**config.mk**
```make
export PLATFORM = sky130hd
export DESIGN_NAME = cvr_back
export DESIGN_NICKNAME = d
export VERILOG_FILES = /design/src/hdl/cvr_pkg.sv /design/src/hdl/cvr_back.sv
export SDC_FILE = /design/constraint.sdc
export NUM_CORES = 2
export LEC_CHECK = 0
export ABC_CLOCK_PERIOD_IN_PS = 13800
export BUFFER_PORTS_ARGS = -buffer_cell sky130_fd_sc_hd__buf_2
export CAP_MARGIN = 20
export CORE_ASPECT_RATIO = 1.25
export CORE_MARGIN = 8
export CORE_UTILIZATION = 40
export DETAILED_ROUTE_END_ITERATION = 7
export GPL_TIMING_DRIVEN = 0
export SYNTH_ARGS = -nofsm -noshare
export SYNTH_HDL_FRONTEND = slang
export SYNTH_SLANG_ARGS = --single-unit
```
**constraint.sdc**
```tcl
create_clock -name clk_i -period 13.8 [get_ports clk_i]
set_input_delay 1.38 -clock clk_i [delete_from_list [all_inputs] [get_ports clk_i]]
set_output_delay 1.38 -clock clk_i [all_outputs]
set_load 0.02 [all_outputs]
```
**src/hdl/cvr_pkg.sv**
```systemverilog
// Shared types and constants for the 3x3 clamp-to-edge convolution block.
`timescale 1ns / 1ps
package cvr_pkg;

  // Field and register widths
  localparam int unsigned PixW         = 8;
  localparam int unsigned RowW         = 12;
  localparam int unsigned ValueW       = 28;
  localparam int unsigned FrameWidthW  = 11;
  localparam int unsigned FrameHeightW = 13;
  localparam int unsigned CoefW        = 16;
  localparam int unsigned CoefRowW     = 3 * CoefW;
  localparam int unsigned MaxHeight    = 4096;
  localparam int unsigned DefaultMaxWidth = 1024;

  // Config port
  localparam int unsigned CfgDataW = 64;
  localparam int unsigned CfgAddrW = 6;

  // Depth of the job queue between front and back
  localparam int unsigned QueueDepth = 4;

  typedef enum logic [2:0] {
    RegFrameWidth  = 3'd0,
    RegFrameHeight = 3'd1,
    RegCoefAbove   = 3'd2,
    RegCoefCentre  = 3'd3,
    RegCoefBelow   = 3'd4
  } cvr_reg_e;

  // Result kinds one input may cause, in output order
  typedef enum logic [1:0] {
    ResPrevUp  = 2'd0,
    ResLastUp  = 2'd1,
    ResPrevLow = 2'd2,
    ResLastLow = 2'd3
  } cvr_res_e;

  // One job: window after the shift plus what the back needs to emit its results.
  // win[col][row]: col 0 oldest; row 0 older line, 1 newer line, 2 current pixel.
  typedef struct packed {
    logic [2:0][2:0][PixW-1:0] win;
    logic [3:0]                mask;   // bit i set: result kind i is due
    logic [RowW-1:0]           row;
    logic                      col_ge1;
    logic                      col_ge2;
    logic                      row_ge1;
    logic                      row_ge2;
  } cvr_job_t;

endpackage

```
**src/hdl/cvr_back.sv**
```systemverilog
// Back end: sequences the results of each job and computes the weighted sums.
`timescale 1ns / 1ps
module cvr_back #(
  parameter int unsigned ColW = $clog2(cvr_pkg::DefaultMaxWidth)
) (
  input  logic                                    clk_i,
  input  logic                                    rst_ni,
  input  logic [2:0][cvr_pkg::CoefRowW-1:0]       coef_i,
  input  cvr_pkg::cvr_job_t                       job_i,
  input  logic [ColW-1:0]                         job_col_i,
  input  logic                                    job_valid_i,
  output logic                                    job_pop_o,
  output logic signed [cvr_pkg::ValueW-1:0]       value_o,
  output logic [ColW-1:0]                         col_o,
  output logic [cvr_pkg::RowW-1:0]                row_o,
  output logic                                    last_o,
  output logic                                    eof_o,
  output logic                                    valid_o,
  input  logic                                    ready_i
);
  import cvr_pkg::*;

  localparam int unsigned ProdW = PixW + CoefW + 1;
  localparam int unsigned RsumW = ProdW + 2;

  logic [3:0] done_q, done_d, pend, pick, rest;
  cvr_res_e   kind;
  logic       fin, issue, use_last, use_low;
  logic [1:0] cs [3];
  logic [1:0] rs [3];
  logic [2:0][2:0][PixW-1:0] px_sel;

  logic v1_q, v2_q, v3_q, v4_q;
  logic en1, en2, en3, en4;

  logic [2:0][2:0][PixW-1:0] px1_q;
  logic [ColW-1:0] col1_q, col2_q, col3_q, col4_q;
  logic [RowW-1:0] row1_q, row2_q, row3_q, row4_q;
  logic            last1_q, last2_q, last3_q, last4_q;
  logic            eof1_q, eof2_q, eof3_q, eof4_q;

  logic signed [ProdW-1:0] prod_d [3][3];
  logic signed [ProdW-1:0] prod2_q [3][3];
  logic signed [RsumW-1:0] rsum_d [3];
  logic signed [RsumW-1:0] rsum3_q [3];
  logic signed [ValueW-1:0] value_d, value4_q;

  assign en4 = !v4_q || ready_i;
  assign en3 = !v3_q || en4;
  assign en2 = !v2_q || en3;
  assign en1 = !v1_q || en2;

  // Pick the lowest pending result of the head job
  always_comb begin
    pend = job_i.mask & ~done_q;
    priority case (1'b1)
      pend[ResPrevUp]:  kind = ResPrevUp;
      pend[ResLastUp]:  kind = ResLastUp;
      pend[ResPrevLow]: kind = ResPrevLow;
      default:          kind = ResLastLow;
    endcase
    pick     = 4'b0001 << kind;
    rest     = pend & ~pick;
    fin      = (rest == '0);
    issue    = job_valid_i && en1;
    done_d   = fin ? '0 : (done_q | pick);
    use_last = (kind == ResLastUp) || (kind == ResLastLow);
    use_low  = (kind == ResPrevLow) || (kind == ResLastLow);
  end

  assign job_pop_o = issue && fin;

  // Clamped column and row selection into the window
  always_comb begin
    if (use_last) begin
      cs[0] = job_i.col_ge1 ? 2'd1 : 2'd2;
      cs[1] = 2'd2;
      cs[2] = 2'd2;
    end else begin
      cs[0] = job_i.col_ge2 ? 2'd0 : 2'd1;
      cs[1] = 2'd1;
      cs[2] = 2'd2;
    end
    if (use_low) begin
      rs[0] = job_i.row_ge1 ? 2'd1 : 2'd2;
      rs[1] = 2'd2;
      rs[2] = 2'd2;
    end else begin
      rs[0] = job_i.row_ge2 ? 2'd0 : 2'd1;
      rs[1] = 2'd1;
      rs[2] = 2'd2;
    end
    for (int dy = 0; dy < 3; dy++) begin
      for (int dx = 0; dx < 3; dx++) begin
        px_sel[dy][dx] = job_i.win[cs[dx]][rs[dy]];
      end
    end
  end

  // Nine lanes of pixel times coefficient
  always_comb begin
    logic signed [ProdW-1:0] pa, pb;
    for (int dy = 0; dy < 3; dy++) begin
      for (int dx = 0; dx < 3; dx++) begin
        pa = ProdW'({1'b0, px1_q[dy][dx]});
        pb = {{(ProdW-CoefW){coef_i[dy][CoefW*dx+CoefW-1]}}, coef_i[dy][CoefW*dx +: CoefW]};
        prod_d[dy][dx] = pa * pb;
      end
    end
  end

  always_comb begin
    for (int dy = 0; dy < 3; dy++) begin
      rsum_d[dy] = RsumW'(prod2_q[dy][0]) + RsumW'(prod2_q[dy][1]) + RsumW'(prod2_q[dy][2]);
    end
    value_d = ValueW'(rsum3_q[0]) + ValueW'(rsum3_q[1]) + ValueW'(rsum3_q[2]);
  end

  always_ff @(posedge clk_i or negedge rst_ni) begin
    if (!rst_ni) begin
      done_q <= '0;
      v1_q   <= 1'b0;
      v2_q   <= 1'b0;
      v3_q   <= 1'b0;
      v4_q   <= 1'b0;
    end else begin
      if (issue) begin
        done_q <= done_d;
      end
      if (en1) v1_q <= issue;
      if (en2) v2_q <= v1_q;
      if (en3) v3_q <= v2_q;
      if (en4) v4_q <= v3_q;
    end
  end

  always_ff @(posedge clk_i) begin
    if (en1) begin
      px1_q   <= px_sel;
      col1_q  <= use_last ? job_col_i : job_col_i - 1'b1;
      row1_q  <= use_low ? job_i.row : job_i.row - 1'b1;
      last1_q <= fin;
      eof1_q  <= (kind == ResLastLow);
    end
    if (en2) begin
      prod2_q <= prod_d;
      col2_q  <= col1_q;
      row2_q  <= row1_q;
      last2_q <= last1_q;
      eof2_q  <= eof1_q;
    end
    if (en3) begin
      rsum3_q <= rsum_d;
      col3_q  <= col2_q;
      row3_q  <= row2_q;
      last3_q <= last2_q;
      eof3_q  <= eof2_q;
    end
    if (en4) begin
      value4_q <= value_d;
      col4_q   <= col3_q;
      row4_q   <= row3_q;
      last4_q  <= last3_q;
      eof4_q   <= eof3_q;
    end
  end

  assign value_o = value4_q;
  assign col_o   = col4_q;
  assign row_o   = row4_q;
  assign last_o  = last4_q;
  assign eof_o   = eof4_q;
  assign valid_o = v4_q;

endmodule

```
==> results.sh <==
export IMPL_status="completed"
export IMPL_cts_made_buffers=57
export IMPL_fmax_mhz=165
export IMPL_ys_types=88
export IMPL_root_buffer="clkbuf_16"
export IMPL_drc=0
export IMPL_synth_ff_type="edfxtp_1"
export IMPL_synth_most_common_cell="inv_1"
export IMPL_die_h_um=471
export IMPL_maxCapViolations=0
export IMPL_drt_iter0_drc=3172
export IMPL_cts_htree_levels=2
export IMPL_drv_slew=0
export IMPL_cp_arrival_ns=6.44
export IMPL_post_cts_setup_buffers=0
export IMPL_io_buffers=294
export IMPL_synth_top_cells_by_count="1441 x inv_1, 1024 x fa_1, 755 x nand2_1"
export IMPL_slowest_delay_ns=0.73
export IMPL_vias=47582
export IMPL_clkLatencyLatePin_ns=0.65
export IMPL_grt_pass1_vias=49870
export IMPL_grt_start_max_net_pins=66
export IMPL_rows=167
export IMPL_syn_avg_cell_area_um2=9.90
export IMPL_synth_cell_area_um2=66200
export IMPL_min_period_ns=6.06
export IMPL_ant_nets=0
export IMPL_syn_inst=6685
export IMPL_post_synth_top_area_cell="fa_1"
export IMPL_cts_buffer_depth=3
export IMPL_finalSetupViolations=0
export IMPL_fp_dieW_um=380
export IMPL_grt_pass1_wl_um=288000
export IMPL_cts_resized=0
export IMPL_cts_hold_buf=0
export IMPL_cpMaxStageDelayCell="edfxtp_1"
export IMPL_ys_async_sr_fraction_pct=1.57
export IMPL_end_kind="flip-flop"
export IMPL_nets=8883
export IMPL_tritoncts="built"
export IMPL_ys_warn_count=0
export IMPL_rsz0062_at_grt="false"
export IMPL_grt_overflow=0
export IMPL_critical_path_required_ns=14.19
export IMPL_dpl_hpwl_um=155000
export IMPL_io_pins=304
export IMPL_fin_util_pct=44.0
export IMPL_post_drt_wl_per_cell_um=19.6
export IMPL_holdCritPathClass="flip-flop to flip-flop"
export IMPL_core_area_um2=165000
export IMPL_ys_ff_latch=510
export IMPL_path_max_fanout=10
export IMPL_yosysSeqAreaShare_pct=23.1
export IMPL_drt_wl_total_um=183000
export IMPL_preCtsSetupSlack_ns=7.38
export IMPL_path_class="flip-flop to flip-flop"
export IMPL_synthTopCellsByArea="fa_1 31%, edfxtp_1 23%, ha_1 10%"
export IMPL_track_usage_pct=20.4
export IMPL_initial_core_util_pct=40.1
export IMPL_yosysTopAreaCellShare_pct=31.0
export IMPL_synth_edf_count=502
export IMPL_fin_hold_ws_ns=0.417
export IMPL_finalHoldViolations=0
export IMPL_path_clk_slew_ns=0.06
export IMPL_worst_slack_ns=7.74
export IMPL_cts_sinks=510
export IMPL_layout_drive_gt1_share_pct=6.21
export IMPL_avgViaCountPerCell=5.11
export IMPL_postSynthNetCount=8512
export IMPL_antenna_found_initial=45
export IMPL_worst_pin_slew_ns=1.03
export IMPL_cp_cell_sequence="clkbuf_1, nand2_1, fa_1, inv_1, fa_1, fa_1, inv_1, fa_1, inv_1, ha_1, a2111oi_2, a21boi_1, o31ai_1, a211oi_1, o21ai_0, a21oi_1, xnor2_1"
export IMPL_fin_crit_sh_pct=43.9
export IMPL_clock_skew_ns=0.0381
export IMPL_critPathLaunchType="flip-flop"
export IMPL_relSlewSlack_pct=30.3
export IMPL_area_growth_pct=9.80
export IMPL_cpMostUsedCell="fa_1"
export IMPL_gp_congestion=0.894
export IMPL_dieArea_um2=179000
export IMPL_first_pass_iters=6
-- critical path: cells and delay by family (launching register included) --
| kind | cells | cell delay [ns] |
|---|---|---|
| xor gates and xnor gates | 1 | 0.10 |
| AOI/OAI and AO/OA | 6 | 1.62 |
| DFF | 1 | 0.73 |
| buffers and inverters | 4 | 0.69 |
| adders and majority gates | 5 | 2.46 |
| and+or+nand+nor | 1 | 0.18 |
-- registers in the layout (all words and copies together), names as in the netlist, 12 cells and up --
| register | flops |
|---|---|
| prod2_q | 225 |
| px1_q | 72 |
| row1_q | 12 |
| row2_q | 12 |
| row3_q | 12 |
| row_o | 12 |
| rsum3_q | 81 |
| value_o | 28 |
-- logic make-up (layout without fill, tap and decap cells) --
group                      Yosys count  count (layout)  share of synthesized area [%]
muxes                               19              19                          0.289
other                                0              19                              0
adders and majority gates         1577            1577                           41.4
DFF                                510             510                           23.1
AOI/OAI and AO/OA                  832             832                           8.22
xor gates and xnor gates           293             293                           3.88
buffers and inverters             1571            1990                           8.94
and+or+nand+nor                   1883            1883                           14.2
-- final timing paths --
check / start / endpoint / slack [ns] / cells after the start
max: px1_q[8]$_DFFE_PN_ / prod2_q[197]$_DFFE_PP_ / 7.74 / 17
min: col3_q[7]$_DFFE_PP_ / col_o[7]$_DFFE_PP_ / 0.42 / 0
max reg2reg: px1_q[8]$_DFFE_PN_ / prod2_q[197]$_DFFE_PP_ / 7.74 / 17
min reg2reg: col3_q[7]$_DFFE_PP_ / col_o[7]$_DFFE_PP_ / 0.42 / 0
max in group asynchronous: rst_ni / valid_o$_DFFE_PN0P_ / 13.00 / 1
min in group asynchronous: rst_ni / v2_q$_DFFE_PN0P_ / 0.58 / 1
-- cells in the final DEF (no fill, tap or decap), types with 8 or more instances in the layout --
cell type	synthesis	routed
nor2b_1	35	35
o21ai_1	22	22
o21bai_1	32	32
nor3_1	49	49
o31ai_1	11	11
nand3_1	79	78
inv_1	1441	1440
ha_1	553	553
edfxtp_1	502	502
o211ai_1	32	32
diode_2	0	19
xnor2_1	201	201
or2_2	8	8
nand2_1	755	754
nand4_1	20	20
and2_1	650	650
nor4_1	11	11
o21ai_0	118	118
nor3b_1	8	8
mux2i_1	18	18
nor2_1	165	165
and3_1	29	29
a21boi_0	9	9
fa_1	1024	1024
xor2_1	92	92
clkinv_2	0	8
a21o_1	106	106
clkbuf_1	122	131
nand2b_1	29	29
a21oi_1	257	257
o31a_1	10	10
a211oi_1	28	28
dfrtp_1	8	8
buf_2	3	297
clkbuf_16	0	58
a31oi_1	26	26
o21a_1	35	35
o22ai_1	12	12
or3_1	17	17
a22oi_1	21	21
-- stage by stage --
step	instances	area [um2]	TNS [ns]
finish	9320	72700	0
global route	9302	72600	0
detailed placement	9194	70700	0
CTS	9301	72600	0
global placement	9176	70400	-53.41
floorplan	6685	66200	0
-- cell type report --
type | count | area [um2]
Buffer | 130 | 509
Multi-Input combinational cell | 4604 | 45000
Sequential cell | 510 | 15300
Timing Repair Buffer | 312 | 1760
Clock buffer | 68 | 1500
Inverter | 1441 | 5410
Fill cell | 15913 | 92400
Antenna cell | 19 | 47.5
Tap cell | 2197 | 2750
Clock inverter | 39 | 405
-- routing by layer --
metal | share of wire (%) | vias to the layer above | routed length, um | GRT usage (%)
met4 | 2.1 | 36 | 3830 | 3.96
met2 | 47 | 1376 | 86300 | 34.0
met5 | 0.13 | - | 230 | 0
li1 | - | 21955 | - | -
met3 | 8.2 | 236 | 15100 | 4.60
met1 | 42 | 23979 | 77500 | 27.4
Power is left out: the tool's default activity adds up to more than one toggle a clock period on the data nets, which glitch-free logic cannot reach.
