==> src/hdl/cvr_pkg.sv <==
// Shared types and constants for the 3x3 clamp-to-edge convolution block.
`timescale 1ns / 1ps
package cvr_pkg;

  // Field and register widths
  localparam int unsigned PixW         = 8;
  localparam int unsigned RowW         = 12;
  localparam int unsigned ValueW       = 28;
  localparam int unsigned FrameWidthW  = 11;
  localparam int unsigned FrameHeightW = 13;
  localparam int unsigned CoefW        = 16;
  localparam int unsigned CoefRowW     = 3 * CoefW;
  localparam int unsigned MaxHeight    = 4096;
  localparam int unsigned DefaultMaxWidth = 1024;

  // Config port
  localparam int unsigned CfgDataW = 64;
  localparam int unsigned CfgAddrW = 6;

  // Depth of the job queue between front and back
  localparam int unsigned QueueDepth = 4;

  typedef enum logic [2:0] {
    RegFrameWidth  = 3'd0,
    RegFrameHeight = 3'd1,
    RegCoefAbove   = 3'd2,
    RegCoefCentre  = 3'd3,
    RegCoefBelow   = 3'd4
  } cvr_reg_e;

  // Result kinds one input may cause, in output order
  typedef enum logic [1:0] {
    ResPrevUp  = 2'd0,
    ResLastUp  = 2'd1,
    ResPrevLow = 2'd2,
    ResLastLow = 2'd3
  } cvr_res_e;

  // One job: window after the shift plus what the back needs to emit its results.
  // win[col][row]: col 0 oldest; row 0 older line, 1 newer line, 2 current pixel.
  typedef struct packed {
    logic [2:0][2:0][PixW-1:0] win;
    logic [3:0]                mask;   // bit i set: result kind i is due
    logic [RowW-1:0]           row;
    logic                      col_ge1;
    logic                      col_ge2;
    logic                      row_ge1;
    logic                      row_ge2;
  } cvr_job_t;

endpackage

==> src/hdl/cvr_queue.sv <==
// Small FIFO carrying jobs from the front to the back.
`timescale 1ns / 1ps
module cvr_queue #(
  parameter int unsigned DataW = 8,
  parameter int unsigned Depth = cvr_pkg::QueueDepth
) (
  input  logic             clk_i,
  input  logic             rst_ni,
  input  logic [DataW-1:0] push_data_i,
  input  logic             push_i,
  output logic             push_ready_o,
  output logic [DataW-1:0] pop_data_o,
  output logic             pop_valid_o,
  input  logic             pop_i
);
  localparam int unsigned PtrW = (Depth > 1) ? $clog2(Depth) : 1;
  localparam int unsigned CntW = $clog2(Depth + 1);

  logic [DataW-1:0] entry_q [Depth];
  logic [PtrW-1:0]  wr_ptr_q, wr_ptr_d, rd_ptr_q, rd_ptr_d;
  logic [CntW-1:0]  count_q, count_d;
  logic             do_push, do_pop;

  assign push_ready_o = (count_q != CntW'(Depth));
  assign pop_valid_o  = (count_q != '0);
  assign pop_data_o   = entry_q[rd_ptr_q];
  assign do_push      = push_i && push_ready_o;
  assign do_pop       = pop_i && pop_valid_o;

  always_comb begin
    wr_ptr_d = wr_ptr_q;
    rd_ptr_d = rd_ptr_q;
    count_d  = count_q;
    if (do_push) begin
      wr_ptr_d = (wr_ptr_q == PtrW'(Depth - 1)) ? '0 : wr_ptr_q + 1'b1;
    end
    if (do_pop) begin
      rd_ptr_d = (rd_ptr_q == PtrW'(Depth - 1)) ? '0 : rd_ptr_q + 1'b1;
    end
    if (do_push && !do_pop) begin
      count_d = count_q + 1'b1;
    end else if (do_pop && !do_push) begin
      count_d = count_q - 1'b1;
    end
  end

  always_ff @(posedge clk_i or negedge rst_ni) begin
    if (!rst_ni) begin
      wr_ptr_q <= '0;
      rd_ptr_q <= '0;
      count_q  <= '0;
    end else begin
      wr_ptr_q <= wr_ptr_d;
      rd_ptr_q <= rd_ptr_d;
      count_q  <= count_d;
    end
  end

  always_ff @(posedge clk_i) begin
    if (do_push) begin
      entry_q[wr_ptr_q] <= push_data_i;
    end
  end

endmodule

==> config.mk <==
export PLATFORM = sky130hd
export DESIGN_NAME = cvr_queue
export DESIGN_NICKNAME = d
export VERILOG_FILES = /design/src/hdl/cvr_pkg.sv /design/src/hdl/cvr_queue.sv
export SDC_FILE = /design/constraint.sdc
export NUM_CORES = 1
export LEC_CHECK = 0
export CORE_ASPECT_RATIO = 0.8
export CORE_UTILIZATION = 50
export CTS_CLUSTER_DIAMETER = 40
export CTS_CLUSTER_SIZE = 8
export DETAILED_ROUTE_END_ITERATION = 10
export DONT_BUFFER_PORTS = 1
export MAX_ROUTING_LAYER = met4
export SLEW_MARGIN = 20
export SYNTH_ARGS = -nofsm -noshare
export SYNTH_HDL_FRONTEND = slang
export SYNTH_SLANG_ARGS = --single-unit
==> constraint.sdc <==
create_clock -name clk_i -period 6.45 [get_ports clk_i]
set_input_delay 0.9675 -clock clk_i [delete_from_list [all_inputs] [get_ports clk_i]]
set_output_delay 0.9675 -clock clk_i [all_outputs]
set_load 0.02 [all_outputs]
==> flow_metrics.py, run 1 <==
metrics = {
    "run_status": {
        "status": "finished, final reports clean",
    },
    "synthesis": {
        "syn_nets": 97,
        "avgSynthCellArea_sq_um": 20.4,
        "seq_area_frac_synth_pct": 71.3,
        "synth_top_area_cell": "edfxtp_1",
        "synth.distinct_cells": 18,
        "synth_area_leaders": "edfxtp_1 (60%), mux4_2 (11%), dfrtp_1 (11%)",
        "syn-cell-area_sq_mm": 0.00159,
        "yosysTopAreaCellShare_pct": 60.3,
        "synth_seq_cells": 39,
        "syn_inst": 78,
        "ys.warnings.count": 0,
    },
    "setup_path": {
        "crit_slowest_cell": "dfrtp_1",
        "r2r_end": "count_q[2]",
        "required_ps": 5480,
        "crit_chain": "mux4_2",
        "worstRegToRegCells": 8,
        "start_kind": "register",
        "reg2reg_from": "count_q[0]",
        "slowest_delay_ps": 750,
        "rrSetupSlack_ps": 4140,
        "path_delay_family": "flip-flops",
        "crit_buf_inv": 0,
        "endpoint_kind": "primary output",
        "critPathMaxFanout": 11,
        "crit_type": "reg -> out",
        "arrival_ps": 1700,
    },
    "clocking": {
        "cts-buffers-inserted": 5,
        "post_cts_buffers": 0,
        "clock-sinks": 39,
        "cts.clk_slew.worst_paths_ps": 70,
        "root_buffer": "clkbuf_8",
        "htree_levels": 2,
        "clock_latency_ps": 280,
        "postCtsHoldBufs": 0,
        "cts_tree": "yes",
        "ctsResizeCount": 0,
        "clockBufferDepth": 2,
    },
    "timing": {
        "setup_viol": 0,
        "max_freq_mhz": 374,
        "drv_slew": 0,
        "final-hold-violation-count": 0,
        "slew_headroom_pct": 58.1,
        "period_needed_ps": 2670,
        "hold_ws_ps": 377,
        "worst_slew_pin_slew_ps": 629,
        "finalClockSkew_ps": 5.49,
        "tns_ps": 0,
        "finalCritPeriodShare_pct": 41.4,
        "rsz0062_at_grt": "no",
    },
    "pwr": {
        "intPower_uw": 535,
        "power_uw": 800,
        "p_comb_share_pct": 31.4,
        "p_per_area_mw_per_mm2": 467,
        "p_leak_uw": 0.000615,
        "p_seq_share_pct": 50.0,
        "clkPwrFrac_pct": 18.6,
        "p_sw_share_pct": 33.1,
        "power_switching_uw": 265,
        "vdd_drop_max_mv": 0.238,
    },
    "run": {
        "maxCapViolCount": 0,
    },
    "floorplan": {
        "row_count": 17,
        "fp.dieArea_sq_mm": 0.00342,
        "ios": 22,
        "fp.coreArea_sq_mm": 0.00289,
        "initial_core_util_pct": 55.1,
        "die-width_microns": 65.1,
        "chipHeight_microns": 52.5,
    },
    "cells_and_area": {
        "final_util_pct": 59.3,
        "areaGrowthSynthToFinish_pct": 7.54,
        "num_antenna_cells": 0,
        "multi_input_area_sq_um": 438,
        "drive_gt1_share_pct": 31.0,
        "layout_common_cells": "edfxtp_1 (32), mux4_2 (8), dfrtp_1 (7), ha_1 (6), clkbuf_8 (5)",
        "nFillCells": 233,
        "nets": 102,
        "final_common_cell": "edfxtp_1",
        "seq_area_sq_mm": 0.00114,
    },
    "placed_design": {
        "port_buffers": 0,
        "globalplace.congestion": 0.679,
        "post-dp-hpwl_mm": 1.66,
    },
    "drt": {
        "totalWireLength_mm": 2.43,
        "wire_per_inst_microns": 19.9,
        "final_antenna_net_count": 0,
        "num_vias": 679,
        "drtPass1Iterations": 4,
        "drtIter0Drc": 22,
        "drc": 0,
        "routed_via_density": 5.57,
    },
    "global_routing": {
        "antenna_found_initial": 0,
        "grt_pass1_wl_mm": 3.91,
        "grt_overflow": 0,
        "grt_max_degree": 13,
        "grt_usage_pct": 18.2,
        "grt_pass1_vias": 762,
    },
    "hold_path": {
        "hp-class": "in -> async",
    },
}
==> logic make-up (layout without fill, tap and decap cells) <==
group                      Yosys count  after routing  share of synthesized area, %
DFF                                 39             39                          71.3
adders and majority gates            7              7                          5.97
and+or+nand+nor                     11             11                          4.55
muxes                               13             13                          15.3
xor gates and xnor gates             3              3                          1.65
buffers and inverters                5             11                          1.26
==> state kept, by name, indices dropped and copies added, names as in the netlist <==
name and count:
entry_q 32, count_q 3, wr_ptr_q 2, rd_ptr_q 2
==> power groups by stage <==
| stage | registers (uW) | clock network, uW | logic (uW) |
|---|---|---|---|
| final | 400 | 149 | 252 |
| after global routing | 413 | 164 | 280 |
| after CTS | 403 | 153 | 256 |
| after detailed placement | 408 | 0 | 253 |
| after global placement | 403 | 0 | 247 |
| after floorplan | 368 | 0 | 244 |
==> metrics by stage <==
stage	setup WS, ps	instances	instance area, sq um
2_1_floorplan	4300	78	1590
3_5_place_dp	4060	114	1630
3_3_place_gp	4090	114	1630
6_report	3780	122	1710
4_1_cts	3740	122	1710
5_1_grt	3640	122	1710
==> area by class of cell <==
| type | instances | area share [%] |
|---|---|---|
| clock buffers | 6 | 4.23 |
| inverters | 3 | 0.657 |
| clock inverters | 2 | 0.511 |
| well taps | 38 | 2.77 |
| flip-flops and latches | 39 | 66.3 |
| multi-input cells | 34 | 25.5 |
==> how the worst max path moves through the flow <==
stage | start | depth (start not counted) | to | slack, ps
detailed placement | rd_ptr_q[0] | 1 | pop_data_o[3] | 4060
finish | rd_ptr_q[0] | 1 | pop_data_o[3] | 3780
global placement | rd_ptr_q[0] | 1 | pop_data_o[0] | 4090
floorplan | rd_ptr_q[0] | 2 | pop_data_o[0] | 4300
global route | rd_ptr_q[0] | 1 | pop_data_o[3] | 3640
CTS | rd_ptr_q[0] | 1 | pop_data_o[6] | 3740
==> cell usage after synthesis <==
| library cell | count |
|---|---|
| edfxtp_1 | 32 |
| mux4_2 | 8 |
| dfrtp_1 | 7 |
| ha_1 | 6 |
| and3_2 | 4 |
| inv_1 | 3 |
| mux2_2 | 3 |
| nor2_1 | 3 |
| mux2_4 | 2 |
| xor2_1 | 2 |
| and2_4 | 1 |
| buf_1 | 1 |
| buf_2 | 1 |
| fa_1 | 1 |
| nand2_1 | 1 |
| or3_2 | 1 |
| or3b_4 | 1 |
| xnor2_1 | 1 |
==> per-layer routing <==
layer / wire (microns) / GRT usage, %
met1: 1040 / 22.3
met5: 0 / -
met2: 1230 / 26.7
met3: 131 / 7.83
met4: 18 / 7.61
Power figures use the tool's default switching activity.
==> run 2: changes to the inputs <==
--- a/config.mk
+++ b/config.mk
@@ -12,6 +12,7 @@
 export DETAILED_ROUTE_END_ITERATION = 10
 export DONT_BUFFER_PORTS = 1
 export MAX_ROUTING_LAYER = met4
+export PLACE_DENSITY = 0.68
 export SLEW_MARGIN = 20
 export SYNTH_ARGS = -nofsm -noshare
 export SYNTH_HDL_FRONTEND = slang
==> constraint.sdc (replaced) <==
create_clock -name clk_i -period 2.18 [get_ports clk_i]
set_input_delay 0.327 -clock clk_i [delete_from_list [all_inputs] [get_ports clk_i]]
set_output_delay 0.327 -clock clk_i [all_outputs]
set_load 0.02 [all_outputs]
==> flow_metrics.py, run 2 (same netlist as run 1, synthesis figures left out) <==
metrics = {
    "run_status": {
        "status": "finished, final reports clean",
    },
    "cells_and_area": {
        "max_flop_register": "entry_q",
        "largest_register_ffs": 32,
        "areaGrowthSynthToFinish_pct": 11.3,
        "nFillCells": 228,
        "drive_gt1_share_pct": 37.8,
        "layout_common_cells": "edfxtp_1 (32), mux4_2 (8), dfrtp_1 (7)",
        "reg_top3": "entry_q x32, count_q x3",
        "num_antenna_cells": 0,
        "final_common_cell": "edfxtp_1",
        "nets": 108,
    },
    "timing": {
        "worst_slew_pin_slew_ps": 621,
        "finalCritPeriodShare_pct": 93.5,
        "rsz0062_at_grt": "no",
        "final-hold-violation-count": 0,
        "setup_viol": 0,
        "drv_slew": 0,
        "slew_headroom_pct": 58.6,
        "tns_ps": 0,
        "max_freq_mhz": 490,
        "finalClockSkew_ps": 2.95,
        "period_needed_ps": 2040,
    },
    "floorplan": {
        "chipHeight_microns": 52.5,
        "die-width_microns": 65.1,
        "row_count": 17,
        "initial_core_util_pct": 55.1,
        "fp.coreArea_sq_mm": 0.00289,
        "ios": 22,
        "fp.dieArea_sq_mm": 0.00342,
    },
    "pwr": {
        "p_per_area_mw_per_mm2": 1380,
        "power_uw": 2450,
        "vdd_drop_max_mv": 0.643,
        "p_leak_uw": 0.000641,
    },
    "drt": {
        "wire_per_inst_microns": 18.5,
        "totalWireLength_mm": 2.37,
        "drtPass1Iterations": 3,
        "final_antenna_net_count": 0,
        "drtIter0Drc": 16,
        "routed_via_density": 5.48,
        "drc": 0,
        "num_vias": 702,
    },
    "clocking": {
        "clockBufferDepth": 2,
        "root_buffer": "clkbuf_8",
        "clock-sinks": 39,
        "cts-buffers-inserted": 5,
        "cts_tree": "yes",
        "htree_levels": 2,
        "clock_latency_ps": 290,
        "cts.clk_slew.worst_paths_ps": 70,
    },
    "global_routing": {
        "busiest_layer": "met2",
        "grt.met1_usage_pct": 19.3,
        "grt_pass1_vias": 721,
        "grt_overflow": 0,
        "antenna_found_initial": 0,
        "grtUsageMet2_pct": 25.7,
        "grt_max_degree": 13,
        "grt_pass1_wl_mm": 3.67,
        "met3_usage_pct": 9.78,
        "grt_usage_pct": 17.3,
    },
    "setup_path": {
        "startpoint": "count_q[0]",
        "crit_type": "reg -> reg",
        "r2r_end": "count_q[1]",
        "critPathMaxFanout": 3,
        "worstRegToRegCells": 6,
        "reg2reg_from": "count_q[0]",
        "rrSetupSlack_ps": 140,
        "arrival_ps": 2220,
        "required_ps": 2360,
        "start_kind": "register",
        "endpoint_kind": "register",
    },
    "placed_design": {
        "port_buffers": 0,
        "post-dp-hpwl_mm": 1.60,
        "globalplace.congestion": 0.690,
    },
    "hold_path": {
        "worst_hold_path.endpoint": "entry_q[3][2]",
        "min_from": "push_data_i[2]",
        "hold_depth": 0,
        "hp-class": "in -> reg",
    },
    "run": {
        "maxCapViolCount": 0,
    },
}
==> run 2: where the power goes <==
part           leakage (uW)  switching [uW]  internal, uW
clock             0.0000412             236           223
sequential         0.000375             167          1010
combinational      0.000224             407           411
total              0.000641             810          1640
==> run 2: timing repair <==
action | 4_1_cts | 5_1_grt
resized for setup | 0 | 3
hold buffers | 1 | 0
buffers inserted | 0 | 1
hold endpoints to repair | 7 | 0
endpoints found under the setup margin | 0 | 1
==> run 2: worst max path at each step <==
| stage | slack (ps) | depth (start not counted) | end |
|---|---|---|---|
| 6_report | 140 | 6 | count_q[1] |
| 5_1_grt | 30 | 1 | pop_data_o[1] |
| 4_1_cts | 80 | 8 | count_q[2] |
| 3_5_place_dp | 90 | 8 | count_q[2] |
| 3_3_place_gp | 110 | 8 | count_q[2] |
| 2_1_floorplan | 30 | 8 | count_q[2] |
==> run 2: layout make-up <==
cell class | count | area [sq um] | area share, %
Clock buffer | 6 | 72.6 | 4.09
Inverter | 3 | 11.3 | 0.635
Timing Repair Buffer | 6 | 47.5 | 2.68
Multi-Input combinational cell | 34 | 447 | 25.2
Tap cell | 38 | 47.5 | 2.68
Sequential cell | 39 | 1140 | 64.0
Clock inverter | 2 | 12.5 | 0.705
==> run 2: metrics by stage <==
step | hold slack (ps) | cells | cell area (sq um) | setup slack, ps | utilization [%]
after global routing | 110 | 128 | 1770 | 31.0 | 61.3
final | 130 | 128 | 1770 | 141 | 61.3
after CTS | 116 | 127 | 1760 | 76.4 | 60.8
after detailed placement | 31.5 | 118 | 1660 | 90.5 | 57.5
after global placement | 31.6 | 118 | 1660 | 113 | 57.5
after floorplan | 31.4 | 78 | 1590 | 33.2 | -
==> run 2: critical path, cell delays in order (launching register included) <==
cell and delay, ps:
dfrtp_1 410, or3b_4 410, and2_4 190, ha_2 190, inv_1 60, fa_1 410
mux2_2 260
==> run 2: metal layers <==
metal / vias up / part of all wire [%]
li1: 324 / -
met1: 353 / 43
met2: 19 / 48
met3: 6 / 7.1
met4: 0 / 1.9
met5: - / 0
==> run 3: changes to the inputs <==
--- a/config.mk
+++ b/config.mk
@@ -6,13 +6,12 @@
 export NUM_CORES = 1
 export LEC_CHECK = 0
 export CORE_ASPECT_RATIO = 0.8
-export CORE_UTILIZATION = 50
+export CORE_UTILIZATION = 45
 export CTS_CLUSTER_DIAMETER = 40
 export CTS_CLUSTER_SIZE = 8
 export DETAILED_ROUTE_END_ITERATION = 10
 export DONT_BUFFER_PORTS = 1
 export MAX_ROUTING_LAYER = met4
-export PLACE_DENSITY = 0.68
 export SLEW_MARGIN = 20
 export SYNTH_ARGS = -nofsm -noshare
 export SYNTH_HDL_FRONTEND = slang
==> flow_metrics.py, run 3 (same netlist as run 1, synthesis figures left out) <==
metrics = {
    "run_status": {
        "status": "finished, final reports clean",
    },
    "pwr": {
        "vdd_drop_max_mv": 0.665,
        "power_uw": 2440,
        "p_leak_uw": 0.000636,
        "p_per_area_mw_per_mm2": 1380,
    },
    "drt": {
        "drtPass1Iterations": 4,
        "final_antenna_net_count": 0,
        "drc": 0,
        "drtIter0Drc": 18,
        "num_vias": 722,
        "totalWireLength_mm": 2.35,
        "routed_via_density": 5.60,
        "wire_per_inst_microns": 18.2,
    },
    "global_routing": {
        "grt_pass1_wl_mm": 3.67,
        "grt_usage_pct": 14.7,
        "grt_max_degree": 13,
        "grt_overflow": 0,
        "grt_pass1_vias": 743,
        "antenna_found_initial": 0,
    },
    "setup_path": {
        "crit_slowest_cell": "dfrtp_1",
        "cpMostUsedCell": "xor2_1",
        "crit_chain": "or3_4 > nand2_2 > ha_2 > inv_1 > fa_1 > xor2_1 > nor2_1 > xor2_1",
        "critPathMaxFanout": 3,
        "arrival_ps": 2250,
        "reg2reg_from": "count_q[2]",
        "required_ps": 2400,
        "slowest_delay_ps": 410,
        "startpoint": "count_q[2]",
        "start_kind": "register",
        "crit_type": "reg -> reg",
        "endpoint_kind": "register",
    },
    "clocking": {
        "cts_tree": "yes",
        "htree_levels": 2,
        "clock_latency_ps": 290,
        "clock-sinks": 39,
        "root_buffer": "clkbuf_8",
        "clockBufferDepth": 2,
        "cts-buffers-inserted": 5,
        "cts.clk_slew.worst_paths_ps": 80,
    },
    "timing": {
        "rsz0062_at_grt": "no",
        "finalClockSkew_ps": 8.33,
        "hold_ws_ps": 130,
        "worst_slew_pin_slew_ps": 594,
        "period_needed_ps": 2030,
        "slew_headroom_pct": 60.4,
        "drv_slew": 0,
        "tns_ps": 0,
        "final-hold-violation-count": 0,
        "max_freq_mhz": 492,
        "finalCritPeriodShare_pct": 93.2,
        "setup_slack_ps": 149,
        "setup_viol": 0,
    },
    "placed_design": {
        "globalplace.congestion": 0.751,
        "port_buffers": 0,
        "post-dp-hpwl_mm": 1.58,
        "pre_cts_slack_ps": 72.4,
        "place_area_sq_mm": 0.00167,
    },
    "floorplan": {
        "fp.dieArea_sq_mm": 0.00379,
        "chipHeight_microns": 55.2,
        "row_count": 18,
        "initial_core_util_pct": 49.5,
        "fp.coreArea_sq_mm": 0.00322,
        "die-width_microns": 68.5,
        "ios": 22,
    },
    "cells_and_area": {
        "nets": 107,
        "largest_register_ffs": 32,
        "num_antenna_cells": 0,
        "fin_area_sq_mm": 0.00177,
        "final_common_cell": "edfxtp_1",
        "nFillCells": 251,
        "max_flop_register": "entry_q",
        "layout_common_cells": "edfxtp_1 (32), mux4_2 (8), dfrtp_1 (7), ha_1 (5), clkbuf_8 (5)",
        "reg_top3": "entry_q x32, count_q x3",
        "drive_gt1_share_pct": 37.1,
        "areaGrowthSynthToFinish_pct": 11.0,
    },
    "run": {
        "maxCapViolCount": 0,
    },
    "hold_path": {
        "min_from": "push_data_i[7]",
        "hp-class": "in -> reg",
    },
}
## run 3: changes by cell type in the layout (fill, tap and decap cells not counted)
cell / before / now
buf_4: 5 / 4
## run 3: worst paths after layout
kind | to | slack, ps | depth (start not counted)
setup / recovery | count_q[2] | 150 | 8
hold / removal | entry_q[0][7] | 130 | 0
setup reg to reg | count_q[2] | 150 | 8
hold reg to reg | count_q[2] | 500 | 1
max in group asynchronous | wr_ptr_q[0] | 1540 | 1
min in group asynchronous | count_q[0] | 370 | 1
## run 3: what timing repair did
item / CTS / global route
setup buffers: 0 / 0
gates resized for setup: 0 / 3
hold buffers: 1 / 0
setup endpoints to repair: 0 / 1
hold endpoints to repair: 7 / 0
## run 3: final cells by class
cell class              count  area, sq um  share of cell area [%]
flip-flops and latches     39         1140                    64.2
multi-input cells          34          447                    25.2
clock inverters             2         12.5                   0.707
repair buffers              5         40.0                    2.26
well taps                  40         50.0                    2.83
inverters                   3         11.3                   0.636
clock buffers               6         72.6                    4.10
## run 3: worst max-delay path: cells and delay by family (launching register included)
kind	cells	cell delay, ps
and+or+nand+nor	3	640
adders and majority gates	2	550
DFF	1	410
xor gates and xnor gates	2	310
buffers and inverters	1	50
## run 3: metrics by stage
step,utilization [%],instances
after floorplan,-,78
final,54.9,129
after detailed placement,51.7,120
after CTS,54.7,129
after global routing,54.9,129
after global placement,51.7,120
## run 3: power by group
part | switching (uW) | total, uW | internal, uW
Combinational | 407 | 805 | 398
Sequential | 161 | 1170 | 1010
Clock | 239 | 462 | 223
## run 3: routing by layer
layer / up-vias / track usage [%] / part of all wire (%)
met5: - / - / 0
li1: 320 / - / -
met3: 2 / 5.79 / 4.9
met2: 14 / 20.6 / 50
met4: 0 / 6.25 / 0.81
met1: 386 / 19.0 / 45
